**config.mk**
```make
export PLATFORM = sky130hd
export DESIGN_NAME = multilinear_poly_neuron_eval_unit
export DESIGN_NICKNAME = d
export VERILOG_FILES = /design/src/rtl/mlpn_pkg.sv /design/src/rtl/mlpn_ram.sv /design/src/rtl/mlpn_ctrl.sv /design/src/rtl/mlpn_dp.sv /design/src/rtl/multilinear_poly_neuron_eval_unit.sv
export SDC_FILE = /design/constraint.sdc
export NUM_CORES = 2
export LEC_CHECK = 0
export BUFFER_PORTS_ARGS = -buffer_cell sky130_fd_sc_hd__buf_2
export CAP_MARGIN = 20
export CORE_ASPECT_RATIO = 0.7
export CORE_MARGIN = 4
export CORE_UTILIZATION = 60
export CTS_BUF_LIST = sky130_fd_sc_hd__clkbuf_4 sky130_fd_sc_hd__clkbuf_8 sky130_fd_sc_hd__clkbuf_16
export DETAILED_ROUTE_END_ITERATION = 10
export PLACE_DENSITY = 0.76
export SETUP_SLACK_MARGIN = 0.1
export SYNTH_ARGS = -nofsm -noshare
export SYNTH_HDL_FRONTEND = slang
export SYNTH_HIERARCHICAL = 1
export SYNTH_SLANG_ARGS = --single-unit
```
**constraint.sdc**
```tcl
create_clock -name clk -period 11.01 [get_ports clk]
set_input_delay 0.5505 -clock clk [delete_from_list [all_inputs] [get_ports clk]]
set_output_delay 0.5505 -clock clk [all_outputs]
set_load 0.01 [all_outputs]
```
**src/rtl/mlpn_pkg.sv**
```systemverilog
// mlpn_pkg: shared types and constants for the multilinear polynomial neuron evaluator.
// No dependencies.
`timescale 1ns / 1ps
`default_nettype none
package mlpn_pkg;

    localparam int MLPN_MAX_INPUTS  = 4;
    localparam int MLPN_VALUE_FIELDS = 4;
    localparam int MLPN_NUM_W       = 51;
    localparam int MLPN_ACT_RESET   = 4;
    localparam logic [15:0] MLPN_DIV_ONE = 16'h8000;

    localparam logic [1:0] REQ_WRITE  = 2'd0;
    localparam logic [1:0] REQ_READ   = 2'd1;
    localparam logic [1:0] REQ_EVAL   = 2'd2;
    localparam logic [1:0] REQ_UNUSED = 2'd3;

    localparam logic [1:0] ST_OK    = 2'd0;
    localparam logic [1:0] ST_INDEX = 2'd1;
    localparam logic [1:0] ST_SAT   = 2'd2;
    localparam logic [1:0] ST_ZDIV  = 2'd3;

    typedef struct packed {
        logic capture;
        logic wr;
        logic rd_idx;
        logic rd_bias;
        logic rd_mask;
        logic take_rd;
        logic take_bias;
        logic j_inc;
        logic x_mul;
        logic x_rnd;
        logic zdiv_set;
        logic t_mul;
        logic d_init;
        logic d_step;
        logic d_fin;
        logic acc_add;
        logic mask_inc;
        logic set_oob;
        logic set_zwr;
        logic eval_done;
        logic out_load;
    } mlpn_cmd_t;

    typedef struct packed {
        logic [1:0] req;
        logic       oob;
        logic       div_in_zero;
        logic       n_zero;
        logic       j_done;
        logic       bit_set;
        logic       ent_div_zero;
        logic       d_last;
        logic       mask_last;
        logic       out_free;
    } mlpn_stat_t;

endpackage
`default_nettype wire

```
**src/rtl/mlpn_ram.sv**
```systemverilog
// mlpn_ram: generic single-write, single-read RAM with registered read data.
// No dependencies.
`timescale 1ns / 1ps
`default_nettype none
module mlpn_ram #(
    parameter int WIDTH = 32,
    parameter int DEPTH = 16
) (
    input  wire logic                     clk,
    input  wire logic                     wr_en,
    input  wire logic [$clog2(DEPTH)-1:0] wr_addr,
    input  wire logic [WIDTH-1:0]         wr_data,
    input  wire logic                     rd_en,
    input  wire logic [$clog2(DEPTH)-1:0] rd_addr,
    output logic      [WIDTH-1:0]         rd_data
);

    logic [WIDTH-1:0] mem [DEPTH];

    always_ff @(posedge clk)
    begin
        if (wr_en)
        begin
            mem[wr_addr] <= wr_data;
        end
        if (rd_en)
        begin
            rd_data <= mem[rd_addr];
        end
    end

endmodule
`default_nettype wire

```
**src/rtl/mlpn_ctrl.sv**
```systemverilog
// mlpn_ctrl: request sequencer for the evaluator.
// Depends on mlpn_pkg.
`timescale 1ns / 1ps
`default_nettype none
module mlpn_ctrl
    import mlpn_pkg::*;
(
    input  wire logic       clk,
    input  wire logic       rst_n,
    input  wire logic       in_valid,
    output logic            in_stall,
    input  wire mlpn_stat_t stat,
    output mlpn_cmd_t       cmd
);

    typedef enum logic [3:0] {
        S_IDLE, S_DECODE, S_RDW, S_BIAS, S_TSTART, S_SCAN, S_XMUL, S_XRND,
        S_TMUL, S_DINIT, S_DSTEP, S_DFIN, S_ACC, S_NEXT, S_FIN
    } state_t;

    state_t state_reg, state_next;

    assign in_stall = (state_reg != S_IDLE);

    always_comb
    begin
        cmd        = '0;
        state_next = state_reg;
        case (state_reg)
            S_IDLE:
            begin
                if (in_valid)
                begin
                    cmd.capture = 1'b1;
                    state_next  = S_DECODE;
                end
            end
            S_DECODE:
            begin
                state_next = S_FIN;
                case (stat.req)
                    REQ_WRITE:
                    begin
                        if (stat.oob)
                            cmd.set_oob = 1'b1;
                        else if (stat.div_in_zero)
                            cmd.set_zwr = 1'b1;
                        else
                            cmd.wr = 1'b1;
                    end
                    REQ_READ:
                    begin
                        if (stat.oob)
                            cmd.set_oob = 1'b1;
                        else
                        begin
                            cmd.rd_idx = 1'b1;
                            state_next = S_RDW;
                        end
                    end
                    REQ_EVAL:
                    begin
                        cmd.rd_bias = 1'b1;
                        state_next  = S_BIAS;
                    end
                    default:
                    begin
                        state_next = S_FIN;
                    end
                endcase
            end
            S_RDW:
            begin
                cmd.take_rd = 1'b1;
                state_next  = S_FIN;
            end
            S_BIAS:
            begin
                cmd.take_bias = 1'b1;
                if (stat.n_zero)
                begin
                    cmd.eval_done = 1'b1;
                    state_next    = S_FIN;
                end
                else
                    state_next = S_TSTART;
            end
            S_TSTART:
            begin
                cmd.rd_mask = 1'b1;
                state_next  = S_SCAN;
            end
            S_SCAN:
            begin
                if (stat.j_done)
                    state_next = S_TMUL;
                else if (stat.bit_set)
                    state_next = S_XMUL;
                else
                    cmd.j_inc = 1'b1;
            end
            S_XMUL:
            begin
                cmd.x_mul  = 1'b1;
                state_next = S_XRND;
            end
            S_XRND:
            begin
                cmd.x_rnd  = 1'b1;
                cmd.j_inc  = 1'b1;
                state_next = S_SCAN;
            end
            S_TMUL:
            begin
                if (stat.ent_div_zero)
                begin
                    cmd.zdiv_set = 1'b1;
                    state_next   = S_NEXT;
                end
                else
                begin
                    cmd.t_mul  = 1'b1;
                    state_next = S_DINIT;
                end
            end
            S_DINIT:
            begin
                cmd.d_init = 1'b1;
                state_next = S_DSTEP;
            end
            S_DSTEP:
            begin
                cmd.d_step = 1'b1;
                if (stat.d_last)
                    state_next = S_DFIN;
            end
            S_DFIN:
            begin
                cmd.d_fin  = 1'b1;
                state_next = S_ACC;
            end
            S_ACC:
            begin
                cmd.acc_add = 1'b1;
                state_next  = S_NEXT;
            end
            S_NEXT:
            begin
                if (stat.mask_last)
                begin
                    cmd.eval_done = 1'b1;
                    state_next    = S_FIN;
                end
                else
                begin
                    cmd.mask_inc = 1'b1;
                    state_next   = S_TSTART;
                end
            end
            S_FIN:
            begin
                if (stat.out_free)
                begin
                    cmd.out_load = 1'b1;
                    state_next   = S_IDLE;
                end
            end
            default:
            begin
                state_next = S_IDLE;
            end
        endcase
    end

    always_ff @(posedge clk or negedge rst_n)
    begin
        if (!rst_n)
            state_reg <= S_IDLE;
        else
            state_reg <= state_next;
    end

endmodule
`default_nettype wire

```
**src/rtl/mlpn_dp.sv**
```systemverilog
// mlpn_dp: coefficient table, multiplier, rounding, serial divider and accumulator.
// Depends on mlpn_pkg and mlpn_ram.
`timescale 1ns / 1ps
`default_nettype none
module mlpn_dp
    import mlpn_pkg::*;
#(
    parameter int MAX_INPUTS = MLPN_MAX_INPUTS
) (
    input  wire logic               clk,
    input  wire logic               rst_n,
    input  wire mlpn_cmd_t          cmd,
    output mlpn_stat_t              stat,
    input  wire logic               cfg_valid,
    input  wire logic [2:0]         cfg_data,
    input  wire logic [1:0]         req_type,
    input  wire logic [3:0]         coeff_index,
    input  wire logic signed [15:0] coeff_mul,
    input  wire logic [15:0]        coeff_div,
    input  wire logic signed [15:0] in_value_a,
    input  wire logic signed [15:0] in_value_b,
    input  wire logic signed [15:0] in_value_c,
    input  wire logic signed [15:0] in_value_d,
    input  wire logic               out_stall,
    output logic                    out_valid,
    output logic signed [31:0]      result_value,
    output logic [1:0]              status
);

    localparam int DEPTH = 1 << MAX_INPUTS;
    localparam int AW    = MAX_INPUTS;
    localparam int MW    = (MAX_INPUTS < MLPN_VALUE_FIELDS) ? MAX_INPUTS : MLPN_VALUE_FIELDS;
    localparam int NW    = MLPN_NUM_W;
    localparam int CW    = $clog2(NW);

    function automatic logic signed [31:0] sat_mag(input logic neg, input logic [NW-1:0] q,
                                                   output logic sat);
        logic signed [31:0] r;
        sat = 1'b0;
        if (!neg && q > NW'(32'h7FFF_FFFF))
        begin
            sat = 1'b1;
            r   = 32'sh7FFF_FFFF;
        end
        else if (neg && q > NW'(32'h8000_0000))
        begin
            sat = 1'b1;
            r   = 32'sh8000_0000;
        end
        else
            r = neg ? -q[31:0] : q[31:0];
        return r;
    endfunction

    logic [2:0]         act_reg;
    logic [1:0]         req_reg;
    logic [3:0]         idx_reg;
    logic [15:0]        mul_reg, div_reg;
    logic signed [15:0] x_reg [MLPN_VALUE_FIELDS];
    logic [2:0]         n_eff;
    logic [MW:0]        cnt_full;
    logic [MW-1:0]      mask_reg;
    logic [2:0]         j_reg;
    logic [MW-1:0]      mask_sh;
    logic signed [31:0] prod_reg, term_reg, acc_reg, result_reg;
    logic signed [47:0] p_reg;
    logic [1:0]         status_reg;
    logic               sat_reg, zdiv_reg, neg_reg;
    logic [NW-1:0]      quo_reg;
    logic [16:0]        rem_reg;
    logic [CW-1:0]      dcnt_reg;
    logic [DEPTH-1:0]   vld_reg;
    logic               vld_rd_reg;
    logic               out_valid_reg;
    logic signed [31:0] out_val_reg;
    logic [1:0]         out_st_reg;

    logic               ram_wr, ram_rd;
    logic [AW-1:0]      ram_rd_addr;
    logic [31:0]        ram_rd_data;
    logic signed [15:0] ent_mul;
    logic [15:0]        ent_div;
    logic [47:0]        p_mag;
    logic [NW-1:0]      rnd_q;
    logic [16:0]        rem_sh;
    logic signed [32:0] sum;
    logic signed [31:0] rnd_val, fin_val;
    logic               rnd_sat, fin_sat;

    assign n_eff    = (act_reg > 3'(MW)) ? 3'(MW) : act_reg;
    assign cnt_full = (MW+1)'(1) << n_eff;
    assign mask_sh  = mask_reg >> j_reg;

    assign ram_wr      = cmd.wr;
    assign ram_rd      = cmd.rd_idx | cmd.rd_bias | cmd.rd_mask;
    assign ram_rd_addr = cmd.rd_idx ? AW'(idx_reg) : (cmd.rd_mask ? AW'(mask_reg) : '0);

    mlpn_ram #(
        .WIDTH (32),
        .DEPTH (DEPTH)
    ) u_tab (
        .clk     (clk),
        .wr_en   (ram_wr),
        .wr_addr (AW'(idx_reg)),
        .wr_data ({mul_reg, div_reg}),
        .rd_en   (ram_rd),
        .rd_addr (ram_rd_addr),
        .rd_data (ram_rd_data)
    );

    assign ent_mul = vld_rd_reg ? ram_rd_data[31:16] : 16'sd0;
    assign ent_div = vld_rd_reg ? ram_rd_data[15:0] : MLPN_DIV_ONE;

    assign p_mag   = p_reg[47] ? 48'(-p_reg) : 48'(p_reg);
    assign rnd_q   = NW'((p_mag + 48'd2048) >> 12);
    assign rem_sh  = {rem_reg[15:0], quo_reg[NW-1]};
    assign sum     = 33'(acc_reg) + 33'(term_reg);

    always_comb
    begin
        rnd_val = sat_mag(p_reg[47], rnd_q, rnd_sat);
        fin_val = sat_mag(neg_reg, quo_reg, fin_sat);
    end

    always_comb
    begin
        stat.req          = req_reg;
        stat.oob          = (idx_reg >> n_eff) != 4'd0;
        stat.div_in_zero  = (div_reg == 16'd0);
        stat.n_zero       = (n_eff == 3'd0);
        stat.j_done       = (j_reg == n_eff);
        stat.bit_set      = mask_sh[0];
        stat.ent_div_zero = (ent_div == 16'd0);
        stat.d_last       = (dcnt_reg == CW'(NW-1));
        stat.mask_last    = (mask_reg == cnt_full[MW-1:0] - 1'b1);
        stat.out_free     = !out_valid_reg || !out_stall;
    end

    always_ff @(posedge clk or negedge rst_n)
    begin
        if (!rst_n)
        begin
            act_reg       <= 3'(MLPN_ACT_RESET);
            vld_reg       <= '0;
            vld_rd_reg    <= 1'b0;
            out_valid_reg <= 1'b0;
            status_reg    <= ST_OK;
            sat_reg       <= 1'b0;
            zdiv_reg      <= 1'b0;
            req_reg       <= '0;
            idx_reg       <= '0;
            div_reg       <= '0;
            mask_reg      <= '0;
            j_reg         <= '0;
            dcnt_reg      <= '0;
        end
        else
        begin
            if (cfg_valid)
                act_reg <= cfg_data;
            if (cmd.wr)
                vld_reg[AW'(idx_reg)] <= 1'b1;
            if (ram_rd)
                vld_rd_reg <= vld_reg[ram_rd_addr];
            if (cmd.out_load)
                out_valid_reg <= 1'b1;
            else if (!out_stall)
                out_valid_reg <= 1'b0;
            if (cmd.capture)
            begin
                req_reg    <= req_type;
                idx_reg    <= coeff_index;
                div_reg    <= coeff_div;
                status_reg <= ST_OK;
                sat_reg    <= 1'b0;
                zdiv_reg   <= 1'b0;
            end
            if (cmd.set_oob)
                status_reg <= ST_INDEX;
            if (cmd.set_zwr)
                status_reg <= ST_ZDIV;
            if (cmd.eval_done)
                status_reg <= zdiv_reg ? ST_ZDIV : (sat_reg ? ST_SAT : ST_OK);
            if (cmd.take_bias)
                mask_reg <= MW'(1);
            else if (cmd.mask_inc)
                mask_reg <= mask_reg + 1'b1;
            if (cmd.rd_mask)
                j_reg <= '0;
            else if (cmd.j_inc)
                j_reg <= j_reg + 1'b1;
            if (cmd.x_rnd && rnd_sat)
                sat_reg <= 1'b1;
            if (cmd.d_fin && fin_sat)
                sat_reg <= 1'b1;
            if (cmd.acc_add && (sum[32] != sum[31]))
                sat_reg <= 1'b1;
            if (cmd.zdiv_set)
                zdiv_reg <= 1'b1;
            if (cmd.d_init)
                dcnt_reg <= '0;
            else if (cmd.d_step)
                dcnt_reg <= dcnt_reg + 1'b1;
        end
    end

    always_ff @(posedge clk)
    begin
        if (cmd.capture)
        begin
            mul_reg    <= coeff_mul;
            x_reg[0]   <= in_value_a;
            x_reg[1]   <= in_value_b;
            x_reg[2]   <= in_value_c;
            x_reg[3]   <= in_value_d;
            result_reg <= '0;
        end
        if (cmd.take_rd)
            result_reg <= 32'(ent_mul);
        if (cmd.eval_done)
            result_reg <= (cmd.take_bias) ? 32'(ent_mul) : acc_reg;
        if (cmd.take_bias)
            acc_reg <= 32'(ent_mul);
        if (cmd.rd_mask)
            prod_reg <= 32'sd4096;
        if (cmd.x_mul)
            p_reg <= prod_reg * x_reg[j_reg[1:0]];
        if (cmd.t_mul)
            p_reg <= prod_reg * ent_mul;
        if (cmd.x_rnd)
            prod_reg <= rnd_val;
        if (cmd.d_init)
        begin
            neg_reg <= p_reg[47];
            quo_reg <= (NW'(p_mag) << 3) + NW'(ent_div[15:1]);
            rem_reg <= '0;
        end
        if (cmd.d_step)
        begin
            if (rem_sh >= {1'b0, ent_div})
            begin
                rem_reg <= rem_sh - {1'b0, ent_div};
                quo_reg <= {quo_reg[NW-2:0], 1'b1};
            end
            else
            begin
                rem_reg <= rem_sh;
                quo_reg <= {quo_reg[NW-2:0], 1'b0};
            end
        end
        if (cmd.d_fin)
            term_reg <= fin_val;
        if (cmd.acc_add)
        begin
            if (sum[32] != sum[31])
                acc_reg <= sum[32] ? 32'sh8000_0000 : 32'sh7FFF_FFFF;
            else
                acc_reg <= sum[31:0];
        end
        if (cmd.out_load)
        begin
            out_val_reg <= result_reg;
            out_st_reg  <= status_reg;
        end
    end

    assign out_valid    = out_valid_reg;
    assign result_value = out_val_reg;
    assign status       = out_st_reg;

endmodule
`default_nettype wire

```
**src/rtl/multilinear_poly_neuron_eval_unit.sv**
```systemverilog
// Evaluation with n active inputs runs over the 2^n - 1 subset terms; each term uses
// the 32x16 multiplier and a 51-step serial divider that gives one quotient bit per cycle.
// One request in flight; the next is taken once the result sits in the output register.
// Reset: asynchronous active low; table reads as multiplier 0, divisor 1.0, inputs 4.
`timescale 1ns / 1ps
`default_nettype none
module multilinear_poly_neuron_eval_unit
    import mlpn_pkg::*;
#(
    parameter int MAX_INPUTS = MLPN_MAX_INPUTS
) (
    input  wire logic               clk,
    input  wire logic               rst_n,
    input  wire logic               cfg_valid,
    output logic                    cfg_ready,
    input  wire logic [2:0]         cfg_data,
    input  wire logic               in_valid,
    output logic                    in_stall,
    input  wire logic [1:0]         req_type,
    input  wire logic [3:0]         coeff_index,
    input  wire logic signed [15:0] coeff_mul,
    input  wire logic [15:0]        coeff_div,
    input  wire logic signed [15:0] in_value_a,
    input  wire logic signed [15:0] in_value_b,
    input  wire logic signed [15:0] in_value_c,
    input  wire logic signed [15:0] in_value_d,
    output logic                    out_valid,
    input  wire logic               out_stall,
    output logic signed [31:0]      result_value,
    output logic [1:0]              status
);

    mlpn_cmd_t  cmd;
    mlpn_stat_t stat;

    assign cfg_ready = 1'b1;

    mlpn_ctrl u_ctrl (
        .clk      (clk),
        .rst_n    (rst_n),
        .in_valid (in_valid),
        .in_stall (in_stall),
        .stat     (stat),
        .cmd      (cmd)
    );

    mlpn_dp #(
        .MAX_INPUTS (MAX_INPUTS)
    ) u_dp (
        .clk          (clk),
        .rst_n        (rst_n),
        .cmd          (cmd),
        .stat         (stat),
        .cfg_valid    (cfg_valid),
        .cfg_data     (cfg_data),
        .req_type     (req_type),
        .coeff_index  (coeff_index),
        .coeff_mul    (coeff_mul),
        .coeff_div    (coeff_div),
        .in_value_a   (in_value_a),
        .in_value_b   (in_value_b),
        .in_value_c   (in_value_c),
        .in_value_d   (in_value_d),
        .out_stall    (out_stall),
        .out_valid    (out_valid),
        .result_value (result_value),
        .status       (status)
    );

endmodule
`default_nettype wire
```
==> impl_results.md <==
* Worst Setup Path Type: flip-flop to flip-flop
* Period minus WS final at 9.361 ns
* Syn Inst Count at 7,438
* Via/cell ratio at 6.162
* Grt ovf at 0
* Bufs on Longest Clock Path at 3
* Residual DRC count at 0
* Layout cells sized above 1 at 0.09471
* Ys async rst share at 0.06625
* I/O Buffers at 145
* RSZ-0062 raised after global routing: no
* Commonest non-fill, non-tap cell in the layout: inv_1
* Vias in the first global route at 58,740
* GP Congestion at 0.9922
* Status: finished clean
* Setup TNS at 0 ns
* Final Hold Vio Count at 0
* Initial antenna violation count at 5
* Crit end category: flip-flop
* Post-synth EDFFs at 870
* Startpoint types: flip-flop
* Number of synthesized register bits at about 970
* Max Slew Vio Count at 0
* I/O Pins at 147
* Layout Skew at 0.07624 ns
* Total setup buffers inserted after CTS at 0
* Crit path arrival time at 9.81 ns
* Ys Warns at 6
* Cell repeated most along the worst path: fa_1
* Clock transition at the registers of the reported paths at approximately 0.080 ns
* Total GRT Usage at 0.3354
* FP Rows at around 110
* Largest net degree at the start of global routing at 107
* Layout area overhead at 7.992%
* Routed WL at 229,800 um
* Reg area at ~0.028 mm^2
* CTS root buf: clkbuf_16
* Worst reg2reg path depth at 28
* Die area at ~0.14 mm^2
* Routed vias at 57,510
* Worst Path Max Fanout at 70
* Die height at 315.1 um
* TritonCTS Buffers at 92
* Hpwl dp at 162,700 um
* CP Data Required Time at roughly 11 ns
* Slew Limit Headroom at 0.2483
* TritonRoute pass-1 iters at 9
* HP Class: input port to flip-flop
* Highest-count cells in the layout ignoring fill and taps: inv_1 (1,248), fa_1 (975), nand2_1 (972), edfxtp_1 (870), ha_1 (298)
* Hold path cells at 1
* Cts repair resizes at 0
* Fin nets at 8,868
* Syn avg cell area at around 11 um^2
* Core area at between 0.1 and 0.15 mm^2
* Die X at 446.7 um
* Worst-skew pair later-pin latency at 0.75 ns
* Worst Max-Slew Pin Slew at 1.128 ns
* Multi-input gate area at between 0.04 and 0.05 mm^2
* Synth unique cells at between 100 and 150
* Setup violators final at 0
* CTS tree: done
* Number of H-tree levels at 3
* First-pass GRT wire length at ~360,000 um
* Max stage delay on crit path at 0.93 ns
* Initial DRC Count at between 7,000 and 8,000
* Final Cycle Share at 0.8503
* Syn Nets at 8,821
* Filler Cell Count at slightly below 10,000
* CP max-delay cell: dfrtp_4
* Primary FF master, synth: edfxtp_1
* Max-Cap Viols at 0
* Initial Util at 0.6054
* Syn Std Cell Area at approximately 0.081 mm^2
* Post-route ant nets at 0
* Max reg flops at 512
* Seq/Total Area, Yosys at 0.3509
* Sink Count at 966
* Drt wl/cell at 24.63 um
* Max Fclk at about 110 MHz
-- per-stage QoR --
stage	setup WS [ns]	cells	area, um^2	hold slack [ns]	utilization
6_report	1.649	9332	87310	0.03751	0.6538
5_1_grt	1.077	9328	87300	0.002373	0.6537
4_1_cts	1.729	9324	87230	0.0005347	0.6532
3_5_place_dp	1.826	9085	83350	0.4045	0.6241
3_3_place_gp	1.916	9083	83320	0.4043	0.6239
2_1_floorplan	2.957	7438	80850	0.2549	-
-- layer usage --
metal	track usage	vias up	part of all wire
met1	0.4911	28630	0.40
met4	0.08212	4	0.027
met2	0.4796	3703	0.42
met5	0.007591	-	0.00070
li1	-	24740	-
met3	0.1210	431	0.15
-- path summary, 6_finish.rpt --
kind	from	end	slack [ns]
setup reg to reg	u_dp/vld_rd_reg	u_dp/p_reg[46]	1.65
hold reg to reg	u_dp/result_reg[7]	u_dp/result_value[7]	0.40
max in group asynchronous	rst_n	u_dp/j_reg[0]	9.61
hold / removal	in_value_c[1]	u_dp/x_reg[2][1]	0.04
min in group asynchronous	rst_n	u_dp/div_reg[9]	0.23
setup / recovery	u_dp/vld_rd_reg	u_dp/p_reg[46]	1.65
-- worst max-delay path: cells and delay by family (launching register included) --
kind | cells | cell delay [ns]
xor+xnor | 1 | 0.14
simple gates | 3 | 0.51
buf+inv | 7 | 1.15
fa+ha+maj | 7 | 3.51
compound gates | 9 | 2.71
mux | 1 | 0.08
flops | 1 | 0.93
-- cell families (layout without fill, tap and decap cells) --
logic type                 after synthesis  count (layout)  share of synthesized area
and+or+nand+nor                       2121            2121                     0.1277
buffers and inverters                 1638            1760                    0.07723
adders and majority gates             1273            1273                     0.2875
DFF                                    966             966                     0.3509
AOI/OAI and AO/OA                      943             943                    0.07645
xor gates and xnor gates               276             276                    0.02990
muxes                                  220             220                    0.05024
other                                    1               6                 0.00004638
-- area by class of cell --
cell class / count / area share
multi-input cells: 4834 / 0.5316
flip-flops and latches: 966 / 0.3250
inverters: 1254 / 0.05403
clock buffers: 117 / 0.02873
repair buffers: 337 / 0.02742
well taps: 1767 / 0.02532
clock inverters: 52 / 0.007753
diodes: 5 / 0.0001433
-- Yosys cell counts, drive strengths merged (63+ instances only) --
| cell type | instances | area [um^2] |
|---|---|---|
| xnor2 | 167 | 1463 |
| a22oi | 72 | 540.5 |
| nand2 | 973 | 3655 |
| xor2 | 109 | 954.7 |
| ha | 298 | 3729 |
| o21ai | 238 | 1202 |
| edfxtp | 870 | 26130 |
| and2 | 240 | 1501 |
| fa | 975 | 19520 |
| a21oi | 198 | 994.7 |
| dfrtp | 63 | 1577 |
| inv | 1250 | 4692 |
| nor2 | 249 | 934.7 |
| a21o | 91 | 683.2 |
| nor3 | 79 | 421.7 |
| mux4 | 144 | 3243 |
| clkbuf | 322 | 1210 |
| and3 | 188 | 1176 |
-- repair_timing --
action                                  in CTS  in global routing
endpoints found under the setup margin       0                  0
hold buffers                                70                  0
hold endpoints to repair                    87                  0
Power is not shown: default switching activity piles up to over one toggle a cycle in this logic, so the estimate is an artifact.
